<file path="src/rtl/dmc_pkg.sv">
// ----------------------------------------------------------------------------
// dmc_pkg
// Shared widths, types and codes for the direct-mapped cache tag lookup.
// ----------------------------------------------------------------------------
package dmc_pkg;

  localparam int unsigned ADDR_W      = 32;
  localparam int unsigned BLOCK_BYTES = 32;
  localparam int unsigned LINES       = 128;
  localparam int unsigned OFFSET_W    = $clog2(BLOCK_BYTES);
  localparam int unsigned LINE_W      = $clog2(LINES);
  localparam int unsigned BLOCK_W     = ADDR_W - OFFSET_W;
  localparam int unsigned TAG_W       = BLOCK_W - LINE_W;
  localparam int unsigned COUNT_W     = 32;

  localparam logic [COUNT_W-1:0] COUNT_MAX = {COUNT_W{1'b1}};

  typedef enum logic [0:0] {
    ST_IDLE   = 1'b0,
    ST_LOOKUP = 1'b1
  } state_t;

  // controller -> datapath
  typedef struct packed {
    logic capture;  // latch address, start tag read
    logic commit;   // resolve lookup, update store, load result
  } ctrl_cmd_t;

  // datapath -> controller
  typedef struct packed {
    logic out_free; // result register can take a new result this cycle
  } dp_status_t;

endpackage

</file>
<file path="src/rtl/dmc_addr_if.sv">
// ----------------------------------------------------------------------------
// dmc_addr_if
// Address channel: one byte address per transfer, valid/ready handshake.
// ----------------------------------------------------------------------------
interface dmc_addr_if;

  logic                        valid;
  logic                        ready;
  logic [dmc_pkg::ADDR_W-1:0]  address;

  modport source (output valid, output address, input ready);
  modport sink   (input valid, input address, output ready);

endinterface

</file>
<file path="src/rtl/dmc_result_if.sv">
// ----------------------------------------------------------------------------
// dmc_result_if
// Result channel: decoded address, hit/miss outcome and running counts.
// ----------------------------------------------------------------------------
interface dmc_result_if;

  logic                          valid;
  logic                          ready;
  logic [dmc_pkg::OFFSET_W-1:0]  byte_offset;
  logic [dmc_pkg::BLOCK_W-1:0]   block_number;
  logic [dmc_pkg::LINE_W-1:0]    line_index;
  logic [dmc_pkg::TAG_W-1:0]     tag_value;
  logic                          miss;
  logic                          replaced;
  logic [dmc_pkg::TAG_W-1:0]     evicted_tag;
  logic [dmc_pkg::COUNT_W-1:0]   hit_count;
  logic [dmc_pkg::COUNT_W-1:0]   miss_count;

  modport source (
    output valid, output byte_offset, output block_number, output line_index,
    output tag_value, output miss, output replaced, output evicted_tag,
    output hit_count, output miss_count, input ready
  );
  modport sink (
    input valid, input byte_offset, input block_number, input line_index,
    input tag_value, input miss, input replaced, input evicted_tag,
    input hit_count, input miss_count, output ready
  );

endinterface

</file>
<file path="src/rtl/dmc_ram.sv">
// ----------------------------------------------------------------------------
// dmc_ram
// Generic single-write, single-read RAM with registered read data.
// ----------------------------------------------------------------------------
module dmc_ram #(
  parameter int unsigned WIDTH = 8,
  parameter int unsigned DEPTH = 16
) (
  input  logic                     clk,
  input  logic                     we,
  input  logic [$clog2(DEPTH)-1:0] waddr,
  input  logic [WIDTH-1:0]         wdata,
  input  logic                     re,
  input  logic [$clog2(DEPTH)-1:0] raddr,
  output logic [WIDTH-1:0]         rdata
);

  logic [WIDTH-1:0] mem [DEPTH];
  logic [WIDTH-1:0] rdata_r;

  always_ff @(posedge clk) begin
    if (we) begin
      mem[waddr] <= wdata;
    end
  end

  always_ff @(posedge clk) begin
    if (re) begin
      rdata_r <= mem[raddr];
    end
  end

  assign rdata = rdata_r;

endmodule

</file>
<file path="src/rtl/dmc_ctrl.sv">
// ----------------------------------------------------------------------------
// dmc_ctrl
// Lookup sequencer: accept an address, then resolve it once the result
// register has room.
// ----------------------------------------------------------------------------
module dmc_ctrl (
  input  logic                clk,
  input  logic                rst_n,
  input  logic                in_valid,
  output logic                in_ready,
  input  dmc_pkg::dp_status_t status,
  output dmc_pkg::ctrl_cmd_t  cmd
);

  dmc_pkg::state_t state_r;
  dmc_pkg::state_t state_nxt;

  always_ff @(posedge clk) begin
    if (!rst_n) begin
      state_r <= dmc_pkg::ST_IDLE;
    end else begin
      state_r <= state_nxt;
    end
  end

  always_comb begin
    state_nxt = state_r;
    unique case (state_r)
      dmc_pkg::ST_IDLE: begin
        if (in_valid) begin
          state_nxt = dmc_pkg::ST_LOOKUP;
        end
      end
      dmc_pkg::ST_LOOKUP: begin
        // hold until the previous result has left
        if (status.out_free) begin
          state_nxt = dmc_pkg::ST_IDLE;
        end
      end
      default: state_nxt = dmc_pkg::ST_IDLE;
    endcase
  end

  always_comb begin
    in_ready    = 1'b0;
    cmd.capture = 1'b0;
    cmd.commit  = 1'b0;
    unique case (state_r)
      dmc_pkg::ST_IDLE: begin
        in_ready    = 1'b1;
        cmd.capture = in_valid;
      end
      dmc_pkg::ST_LOOKUP: begin
        cmd.commit = status.out_free;
      end
      default: begin
        in_ready = 1'b0;
      end
    endcase
  end

endmodule

</file>
<file path="src/rtl/dmc_datapath.sv">
// ----------------------------------------------------------------------------
// dmc_datapath
// Address split, tag store with valid bits, tag compare, saturating
// counters and the result register.
// ----------------------------------------------------------------------------
module dmc_datapath (
  input  logic                        clk,
  input  logic                        rst_n,
  input  logic [dmc_pkg::ADDR_W-1:0]  in_address,
  input  dmc_pkg::ctrl_cmd_t          cmd,
  output dmc_pkg::dp_status_t         status,
  dmc_result_if.source                out_chan
);

  localparam int unsigned OW = dmc_pkg::OFFSET_W;
  localparam int unsigned LW = dmc_pkg::LINE_W;
  localparam int unsigned TW = dmc_pkg::TAG_W;
  localparam int unsigned CW = dmc_pkg::COUNT_W;

  logic [dmc_pkg::ADDR_W-1:0]  addr_r;
  logic [dmc_pkg::LINES-1:0]   valid_r;
  logic [CW-1:0]               hit_cnt_r;
  logic [CW-1:0]               hit_cnt_nxt;
  logic [CW-1:0]               miss_cnt_r;
  logic [CW-1:0]               miss_cnt_nxt;
  logic                        out_valid_r;

  logic [OW-1:0]               offset;
  logic [dmc_pkg::BLOCK_W-1:0] block;
  logic [LW-1:0]               line;
  logic [TW-1:0]               tag;
  logic [TW-1:0]               stored_tag;
  logic                        line_valid;
  logic                        hit;
  logic                        fill;

  // lookup index of the incoming address goes straight to the read port
  dmc_ram #(
    .WIDTH (TW),
    .DEPTH (dmc_pkg::LINES)
  ) u_tag_ram (
    .clk   (clk),
    .we    (fill),
    .waddr (line),
    .wdata (tag),
    .re    (cmd.capture),
    .raddr (in_address[OW +: LW]),
    .rdata (stored_tag)
  );

  always_ff @(posedge clk) begin
    if (cmd.capture) begin
      addr_r <= in_address;
    end
  end

  assign offset     = addr_r[OW-1:0];
  assign block      = addr_r[dmc_pkg::ADDR_W-1:OW];
  assign line       = addr_r[OW +: LW];
  assign tag        = addr_r[dmc_pkg::ADDR_W-1:OW+LW];
  assign line_valid = valid_r[line];
  assign hit        = line_valid && (stored_tag == tag);
  assign fill       = cmd.commit && !hit;

  always_ff @(posedge clk) begin
    if (!rst_n) begin
      valid_r <= '0;
    end else if (fill) begin
      valid_r[line] <= 1'b1;
    end
  end

  // counters stop at all ones
  always_comb begin
    hit_cnt_nxt  = hit_cnt_r;
    miss_cnt_nxt = miss_cnt_r;
    if (cmd.commit) begin
      if (hit) begin
        if (hit_cnt_r != dmc_pkg::COUNT_MAX) begin
          hit_cnt_nxt = hit_cnt_r + CW'(1);
        end
      end else begin
        if (miss_cnt_r != dmc_pkg::COUNT_MAX) begin
          miss_cnt_nxt = miss_cnt_r + CW'(1);
        end
      end
    end
  end

  always_ff @(posedge clk) begin
    if (!rst_n) begin
      hit_cnt_r  <= '0;
      miss_cnt_r <= '0;
    end else begin
      hit_cnt_r  <= hit_cnt_nxt;
      miss_cnt_r <= miss_cnt_nxt;
    end
  end

  always_ff @(posedge clk) begin
    if (!rst_n) begin
      out_valid_r <= 1'b0;
    end else if (cmd.commit) begin
      out_valid_r <= 1'b1;
    end else if (out_chan.ready) begin
      out_valid_r <= 1'b0;
    end
  end

  always_ff @(posedge clk) begin
    if (cmd.commit) begin
      out_chan.byte_offset  <= offset;
      out_chan.block_number <= block;
      out_chan.line_index   <= line;
      out_chan.tag_value    <= tag;
      out_chan.miss         <= !hit;
      out_chan.replaced     <= line_valid && !hit;
      out_chan.evicted_tag  <= (line_valid && !hit) ? stored_tag : '0;
      out_chan.hit_count    <= hit_cnt_nxt;
      out_chan.miss_count   <= miss_cnt_nxt;
    end
  end

  assign out_chan.valid  = out_valid_r;
  assign status.out_free = !out_valid_r || out_chan.ready;

endmodule

</file>
<file path="src/rtl/direct_mapped_cache_tag_lookup_unit.sv">
// ----------------------------------------------------------------------------
// direct_mapped_cache_tag_lookup_unit
// Direct-mapped tag lookup: 128 lines of 32-byte blocks, 20-bit tags.
// ----------------------------------------------------------------------------
// Each address passes through a tag read, through the tag store's registered
// read port, and then a compare step that updates the store and counters and
// loads the result register. The unit takes no new address until the current
// one has been resolved; a finished result waits in the result register while
// the next address is taken and read, and the compare stage holds until the
// register is free. Valid bits live in flip-flops cleared by reset, so the
// unit is ready as soon as reset is released, with no clearing pass.
// ----------------------------------------------------------------------------
module direct_mapped_cache_tag_lookup_unit (
  input  logic         clk,
  input  logic         rst_n,
  dmc_addr_if.sink     in_chan,
  dmc_result_if.source out_chan
);

  dmc_pkg::ctrl_cmd_t  cmd;
  dmc_pkg::dp_status_t status;
  logic                in_ready;

  dmc_ctrl u_ctrl (
    .clk      (clk),
    .rst_n    (rst_n),
    .in_valid (in_chan.valid),
    .in_ready (in_ready),
    .status   (status),
    .cmd      (cmd)
  );

  dmc_datapath u_datapath (
    .clk        (clk),
    .rst_n      (rst_n),
    .in_address (in_chan.address),
    .cmd        (cmd),
    .status     (status),
    .out_chan   (out_chan)
  );

  assign in_chan.ready = in_ready;

endmodule

</file>
<file path="src/flat_wrapper.sv">
// flat-port wrapper written by rule: the top's interface ports become plain ports
module direct_mapped_cache_tag_lookup_unit_flat 
  (clk, rst_n, in_chan_valid, in_chan_address, in_chan_ready, out_chan_valid, out_chan_byte_offset, out_chan_block_number, out_chan_line_index, out_chan_tag_value, out_chan_miss, out_chan_replaced, out_chan_evicted_tag, out_chan_hit_count, out_chan_miss_count, out_chan_ready);
  dmc_addr_if in_chan_i ();
  dmc_result_if out_chan_i ();
  input  logic clk;
  input  logic rst_n;
  input wire logic [$bits(in_chan_i.valid)-1:0] in_chan_valid;
  input wire logic [$bits(in_chan_i.address)-1:0] in_chan_address;
  output wire logic [$bits(in_chan_i.ready)-1:0] in_chan_ready;
  output wire logic [$bits(out_chan_i.valid)-1:0] out_chan_valid;
  output wire logic [$bits(out_chan_i.byte_offset)-1:0] out_chan_byte_offset;
  output wire logic [$bits(out_chan_i.block_number)-1:0] out_chan_block_number;
  output wire logic [$bits(out_chan_i.line_index)-1:0] out_chan_line_index;
  output wire logic [$bits(out_chan_i.tag_value)-1:0] out_chan_tag_value;
  output wire logic [$bits(out_chan_i.miss)-1:0] out_chan_miss;
  output wire logic [$bits(out_chan_i.replaced)-1:0] out_chan_replaced;
  output wire logic [$bits(out_chan_i.evicted_tag)-1:0] out_chan_evicted_tag;
  output wire logic [$bits(out_chan_i.hit_count)-1:0] out_chan_hit_count;
  output wire logic [$bits(out_chan_i.miss_count)-1:0] out_chan_miss_count;
  input wire logic [$bits(out_chan_i.ready)-1:0] out_chan_ready;
  assign in_chan_i.valid = in_chan_valid;
  assign in_chan_i.address = in_chan_address;
  assign in_chan_ready = in_chan_i.ready;
  assign out_chan_valid = out_chan_i.valid;
  assign out_chan_byte_offset = out_chan_i.byte_offset;
  assign out_chan_block_number = out_chan_i.block_number;
  assign out_chan_line_index = out_chan_i.line_index;
  assign out_chan_tag_value = out_chan_i.tag_value;
  assign out_chan_miss = out_chan_i.miss;
  assign out_chan_replaced = out_chan_i.replaced;
  assign out_chan_evicted_tag = out_chan_i.evicted_tag;
  assign out_chan_hit_count = out_chan_i.hit_count;
  assign out_chan_miss_count = out_chan_i.miss_count;
  assign out_chan_i.ready = out_chan_ready;
  direct_mapped_cache_tag_lookup_unit u_core (.clk(clk), .rst_n(rst_n), .in_chan(in_chan_i), .out_chan(out_chan_i));
endmodule
</file>
<file path="config.mk">
export PLATFORM = sky130hd
export DESIGN_NAME = direct_mapped_cache_tag_lookup_unit_flat
export DESIGN_NICKNAME = d
export VERILOG_FILES = /design/src/rtl/dmc_pkg.sv /design/src/rtl/dmc_addr_if.sv /design/src/rtl/dmc_result_if.sv /design/src/rtl/dmc_ram.sv /design/src/rtl/dmc_ctrl.sv /design/src/rtl/dmc_datapath.sv /design/src/rtl/direct_mapped_cache_tag_lookup_unit.sv /design/src/flat_wrapper.sv
export SDC_FILE = /design/constraint.sdc
export NUM_CORES = 2
export LEC_CHECK = 0
export ABC_AREA = 0
export BUFFER_PORTS_ARGS = -buffer_cell sky130_fd_sc_hd__buf_2
export CORE_ASPECT_RATIO = 0.8
export CORE_UTILIZATION = 40
export DETAILED_ROUTE_END_ITERATION = 12
export GPL_TIMING_DRIVEN = 0
export PLACE_DENSITY = 0.6
export SYNTH_ARGS = -nofsm -noshare
export SYNTH_HDL_FRONTEND = slang
export SYNTH_HIERARCHICAL = 1
export SYNTH_SLANG_ARGS = --single-unit
</file>
<file path="constraint.sdc">
create_clock -name clk -period 8.4 [get_ports clk]
set_input_delay 0 -clock clk [delete_from_list [all_inputs] [get_ports clk]]
set_output_delay 0 -clock clk [all_outputs]
set_load 0.01 [all_outputs]
</file>
Word-level counts from Yosys, hierarchy flattened
Memories as Yosys holds them, arrays and structs flattened. A register that Yosys moved wholly into a read port is not among the register bits.
Cells that the tools add are included.
{"block": "classes", "n_addsub": 2, "n_lt_le_gt_ge": 2, "n_eq_ne": 3, "n_mux": 20, "bitwise": 2, "n_reduce_logical": 8}
{"cell": "2-to-1 mux 32 bit", "n": 6}
{"cell": "OR 128 bit", "n": 1}
{"cell": "adder 32 x 1 -> 32 bit, second input constant", "n": 2}
{"cell": "inequality test 32 bit, second input constant", "n": 2}
{"cell": "== test 20 bit", "n": 1}
{"cell": "2-to-1 mux 1 bit", "n": 11}
{"cell": "less-than comparator 7 x 8 -> 1 bit, second input constant", "n": 1}
{"cell": "binary-select mux 1 bit (select 7 bit)", "n": 1}
{"cell": "demux 1 bit (select 7 bit)", "n": 1}
{"cell": "greater-or-equal comparator 7 x 1 -> 1 bit, second input constant", "n": 1}
{"cell": "logical AND 1 bit", "n": 4}
{"cell": "zero test 1 bit", "n": 2}
{"cell": "case mux 1 bit (2 select lines)", "n": 1}
{"cell": "nonzero test 2 bit", "n": 1}
{"cell": "logical OR 1 bit", "n": 1}
{"cell": "NOT 1 bit", "n": 1}
{"block": "totals", "reg_bits": 371, "mem_bits_rw": 2560, "in_bits": 36, "out_inout_bits": 147, "n_memories": 1}
{"name": "u_core.u_datapath.u_tag_ram.mem", "depth": 128, "width": 20, "rd": 1, "rd_clocked_by_memory_dff": 1, "wr": 1, "line_no": "dmc_ram.sv:18", "text": "logic [WIDTH-1:0] mem [DEPTH];"}

Longest topological paths before layout
{"block": "logic_depth", "depth_word": 7, "mapped_depth": 16, "depth_no_buf": 10}

Cells and area by module
The synthesis kept the hierarchy.
{"module": "dmc_ram", "instances": 1, "cells_per_inst": 3812, "area_per_inst_um2": 98156.6}
{"module": "dmc_datapath", "instances": 1, "cells_per_inst": 1330, "area_per_inst_um2": 14420.1}
{"module": "dmc_ctrl", "instances": 1, "cells_per_inst": 6, "area_per_inst_um2": 50.0}

Least setup slack after synthesis
No wires, ideal clock.
{"block": "synth_timing", "path_type": "register to register", "from": "reg u_core.u_datapath.out_valid_r, in the netlist u_core/u_datapath/out_chan.valid", "to": "mem u_core/u_datapath/u_tag_ram/mem[98][0] (netlist bit) (enable)", "setup_ps": 422, "t_arrival_ps": 5753, "path_slack_ps": 2225, "stages_incl_launch_ff": 9, "path_buffers": 2, "path_cell_list": "dfxtp_1 -> nand2b_1 -> and2_1 -> clkbuf_1 -> inv_1 -> nor2_1 -> clkbuf_1 -> nand4_1 -> nor3_1"}
{"item": "start: declaration", "line_no": "dmc_datapath.sv:26", "text": "logic out_valid_r;"}
{"item": "start signal: assignment", "line_no": "dmc_datapath.sv:102", "text": "out_valid_r <= 1'b0;"}
{"item": "start signal: assignment", "line_no": "dmc_datapath.sv:104", "text": "out_valid_r <= 1'b1;"}
{"item": "start signal: assignment", "line_no": "dmc_datapath.sv:106", "text": "out_valid_r <= 1'b0;"}
{"item": "end: declaration", "line_no": "dmc_ram.sv:18"}

Final worst setup path
{"block": "layout_timing", "from": "reg u_core/u_datapath/addr_r[7] (netlist bit)", "to": "mem u_core/u_datapath/u_tag_ram/mem[94][1] (netlist bit) (enable)"}
{"block": "layout_via", "elab_chain_len": 7}
{"item": "start: declaration", "line_no": "dmc_datapath.sv:20", "text": "logic [dmc_pkg::ADDR_W-1:0] addr_r;"}
{"item": "start signal: assignment", "line_no": "dmc_datapath.sv:53", "text": "addr_r <= in_address;"}
{"item": "binary-select mux 1 bit (select 7 bit)", "line_no": "dmc_datapath.sv:61", "text": "assign line_valid = valid_r[line];"}
{"item": "2-to-1 mux 1 bit (not written as such)", "line_no": "dmc_datapath.sv:61"}
{"item": "logical AND 1 bit", "line_no": "dmc_datapath.sv:62", "text": "assign hit = line_valid && (stored_tag == tag);"}
{"item": "zero test 1 bit", "line_no": "dmc_datapath.sv:63", "text": "assign fill = cmd.commit && !hit;"}
{"item": "logical AND 1 bit", "line_no": "dmc_datapath.sv:63"}
{"item": "named net u_core.u_datapath.fill", "line_no": "dmc_datapath.sv:35", "text": "logic fill;"}
{"item": "2-to-1 mux 1 bit", "line_no": "dmc_ram.sv:22", "text": "if (we) begin"}
{"item": "2-to-1 mux 1 bit (not written as such)", "line_no": "dmc_ram.sv:23", "text": "mem[waddr] <= wdata;"}
The timed path passes the listed nets, and every way through them passes these cells. The select of a mux whose other input is x is not followed.

==> results.toml <==
[logic_synthesis]
synth.cell_area_mm2 = 0.113
synth_mux_area_share_pct = 18.0
syn_inst = 5148
async_reset_ff_share_pct = 0
synth_top_family_by_area = "multiplexers"
synth_area_leader_cell = "edfxtp_1"
syn_area_per_cell_um2 = 21.9
ys_types = 63
synth_compound_area_share_pct = 1.05
syn_nets = 5186
yosys.area_share.simple_pct = 2.88
synth_top_area_share_pct = 72.8
yosysWarnings = 6
yosysMostFrequentCell = "edfxtp_1"
seq_area_frac_synth_pct = 76.2
synth_xor_area_share_pct = 0.560
synth_fa_ha_area_share_pct = 0.0222
synth_edf_count = 2730
synth-seq-cells = 2924
yosys-top-cells-area = "edfxtp_1 (73%), mux4_2 (17%), dfxtp_1 (3.4%), nand2_1 (0.80%), mux2i_1 (0.71%)"
netlist_top_cells_count = "edfxtp_1 (2730), mux4_2 (848), nand2_1 (240), dfxtp_1 (194), clkbuf_1 (186)"
synthFlopType = "edfxtp_1"

[cts]
cts_sinks = 2924
cts-root-buf = "clkbuf_16"
clock_path_buffers = 4
numCtsBuffers = 297
cts_tree = "built"
path_clk_slew_ns = 0.06
htreeDepth = 5
clkLatencyLatePin_ns = 0.88

[sta]
fin_skew_ns = 0.0557
slew_headroom_pct = 4.23
finalSetupViolations = 10
clock.fmax_mhz = 118
min_period_ns = 8.46
slew_violations = 0
tightest_slew_ns = 1.44
rsz0062_at_grt = "false"
tns_ns = -0.501
finalHoldViolCount = 0
fin_ws_ns = -0.0587
fin_crit_sh_pct = 101

[detailed_routing]
drc = 0
wl_per_cell_um = 30.0
vias = 56800
drtAntennaViolNets = 0
first_pass_iters = 5
viasPerCell = 5.76
drtIter0Drc = 7358
wl_um = 296000

[setup_path]
crit_path_max_fanout = 11
startpoint_type = "flop"
crit_path_end_kind = "flop"
rrSetupSlack_ns = -0.06
cpMaxStageDelayCell = "edfxtp_1"
worstPathArrival_ns = 9.00
cpPeakStageDelay_ns = 1.13
crit_chain = "buf_4, buf_4, buf_2, mux4_2, nor2_1, nor4_1, a311oi_1, a31oi_4, clkbuf_1, nor2_1, clkbuf_1, nor2b_1, nand3_1, clkbuf_2, nor2_2, buf_8"
required_ns = 8.94
worstSetupPathType = "reg2reg"

[run_status]
violations = "negative setup slack"
outcome = "finished, violations left"

[placement]
placed_cell_area_mm2 = 0.124
portBuffers = 182
place_inst = 9261
gp_congestion = 0.852
dpl.hpwl_um = 205000

[finish]
finalInstanceArea_mm2 = 0.134
nFillCells = 22300
stdcell_count = 9858
drive_gt1_share_pct = 32.3
final_util_pct = 48.1
final-seq-area_mm2 = 0.0859
syn2layout_area_growth_pct = 19.0
multi_input_area_mm2 = 0.0257
final_nets = 5992

[worst_hold_path]
hp-class = "in2reg"

[floorplanning]
start_util_pct = 40.4
die_w_um = 595
rows = 173
core_area_mm2 = 0.279
ios = 183
die_area_mm2 = 0.284
dieHeight_um = 477

[power_and_ir_drop]
ir_drop_v = 0.000144
power.density_mw_per_mm2 = 230
leakage_nw = 42.5

[grt]
grt_max_degree = 66
track_usage_pct = 20.6
grt_pass1_vias = 55400
grt_pass1_wl_um = 417000
antenna_found_initial = 40
grt-ovfl-total = 0

[job]
drv_cap = 0
logic make-up after synthesis:
family,count (synthesis)
XOR/XNOR,72
buffers and inverters,319
multiplexers,959
AO/OA/AOI/OAI,202
flip-flops,2924
adder cells (fa/ha/maj),2
AND/OR/NAND/NOR,670
state kept, by name (all words and copies together), names as in the netlist:
name                                     flops
u_core/u_datapath/out_chan.hit_count        32
u_core/u_datapath/out_chan.replaced          1
u_core/u_datapath/out_chan.miss_count       32
u_core/u_datapath/addr_r                    32
u_core/u_datapath/u_tag_ram/rdata           20
u_core/u_datapath/miss_cnt_r                32
u_core/u_datapath/out_chan.byte_offset       5
u_core/u_datapath/valid_r                  128
u_core/u_datapath/u_tag_ram/mem           2560
u_core/u_ctrl/state_r                        1
u_core/u_datapath/hit_cnt_r                 32
u_core/u_datapath/out_chan.miss              1
u_core/u_datapath/out_chan.valid             1
u_core/u_datapath/out_chan.block_number     27
u_core/u_datapath/out_chan.evicted_tag      20
routing by layer:
layer  global-route usage [%]  up-vias  share of wire [%]
met5                        0        -             0.0091
met2                     30.4     2730                 45
met3                     4.23      435                 10
met4                     5.34        4                2.7
met1                     31.2    30400                 42
li1                         -    23200                  -
through the flow:
step / worst slack (ns) / hold slack (ns) / total power [mW]
after detailed placement: 0.338 / 0.178 / 18.1
after global routing: 0.0242 / 0.0464 / 31.6
after CTS: 0.252 / 0.0389 / 31.0
after floorplan: 2.22 / 0.0989 / 17.2
after global placement: -3.27 / 0.179 / 18.0
final: -0.0587 / 0.0778 / 30.8
layout by cell type (no fill, tap or decap), types with 20 or more instances in the layout:
cell type,count
mux2_2,30
nand3_1,54
dfxtp_1,194
xor2_1,52
o21ai_0,135
clkinv_2,38
buf_6,21
buf_4,33
clkbuf_1,235
nand2_1,240
xnor2_1,20
bufinv_16,23
dlygate4sd3_1,69
clkinv_1,49
and3_1,37
nand2b_1,55
mux4_2,848
buf_8,94
edfxtp_1,2730
nor2_2,114
buf_16,126
mux2i_1,80
nor3_1,33
clkbuf_16,306
nand4_1,30
buf_2,258
worst paths after layout:
check	from	endpoint	cells past startpoint
worst max-delay path	u_core/u_datapath/addr_r[7]$_DFFE_PP_	u_core/u_datapath/u_tag_ram/mem[94][1]$_DFFE_PP_	16
worst min-delay path	in_chan_address[11]	u_core/u_datapath/addr_r[11]$_DFFE_PP_	2
worst max register to register	u_core/u_datapath/addr_r[7]$_DFFE_PP_	u_core/u_datapath/u_tag_ram/mem[94][1]$_DFFE_PP_	16
worst min register to register	u_core/u_datapath/addr_r[3]$_DFFE_PP_	u_core/u_datapath/out_chan.byte_offset[3]$_DFFE_PP_	0
critical path, delay by kind of cell (launching register included):
kind	cells	cell delay, ns
compound gates	2	0.86
buf+inv	7	2.74
flops	1	1.13
mux	1	0.35
simple gates	6	2.98
report_power, final:
group          internal, mW  switching, mW  leakage (nW)  total [mW]
Sequential             16.0         0.0649          26.1        16.1
Combinational         0.732           1.07          11.8        1.80
Clock                  7.45           5.49          4.57        12.9
final cells by class:
type	count	share of cell area (%)
clock inverter	145	1.07
clock buffer	375	5.94
sequential	2924	64.0
multi-input combinational	1905	19.2
antenna	8	0.0149
buffer	306	1.05
tap	3675	3.43
inverter	13	0.0364
timing repair buffer	507	5.24
timing repair:
action / in CTS / in global routing
resized for setup: 0 / 0
buffers inserted: 0 / 0
setup endpoints to repair: 0 / 0
hold buffers: 69 / 0
hold endpoints to repair: 135 / 0
(Power assumes the default switching activity.)
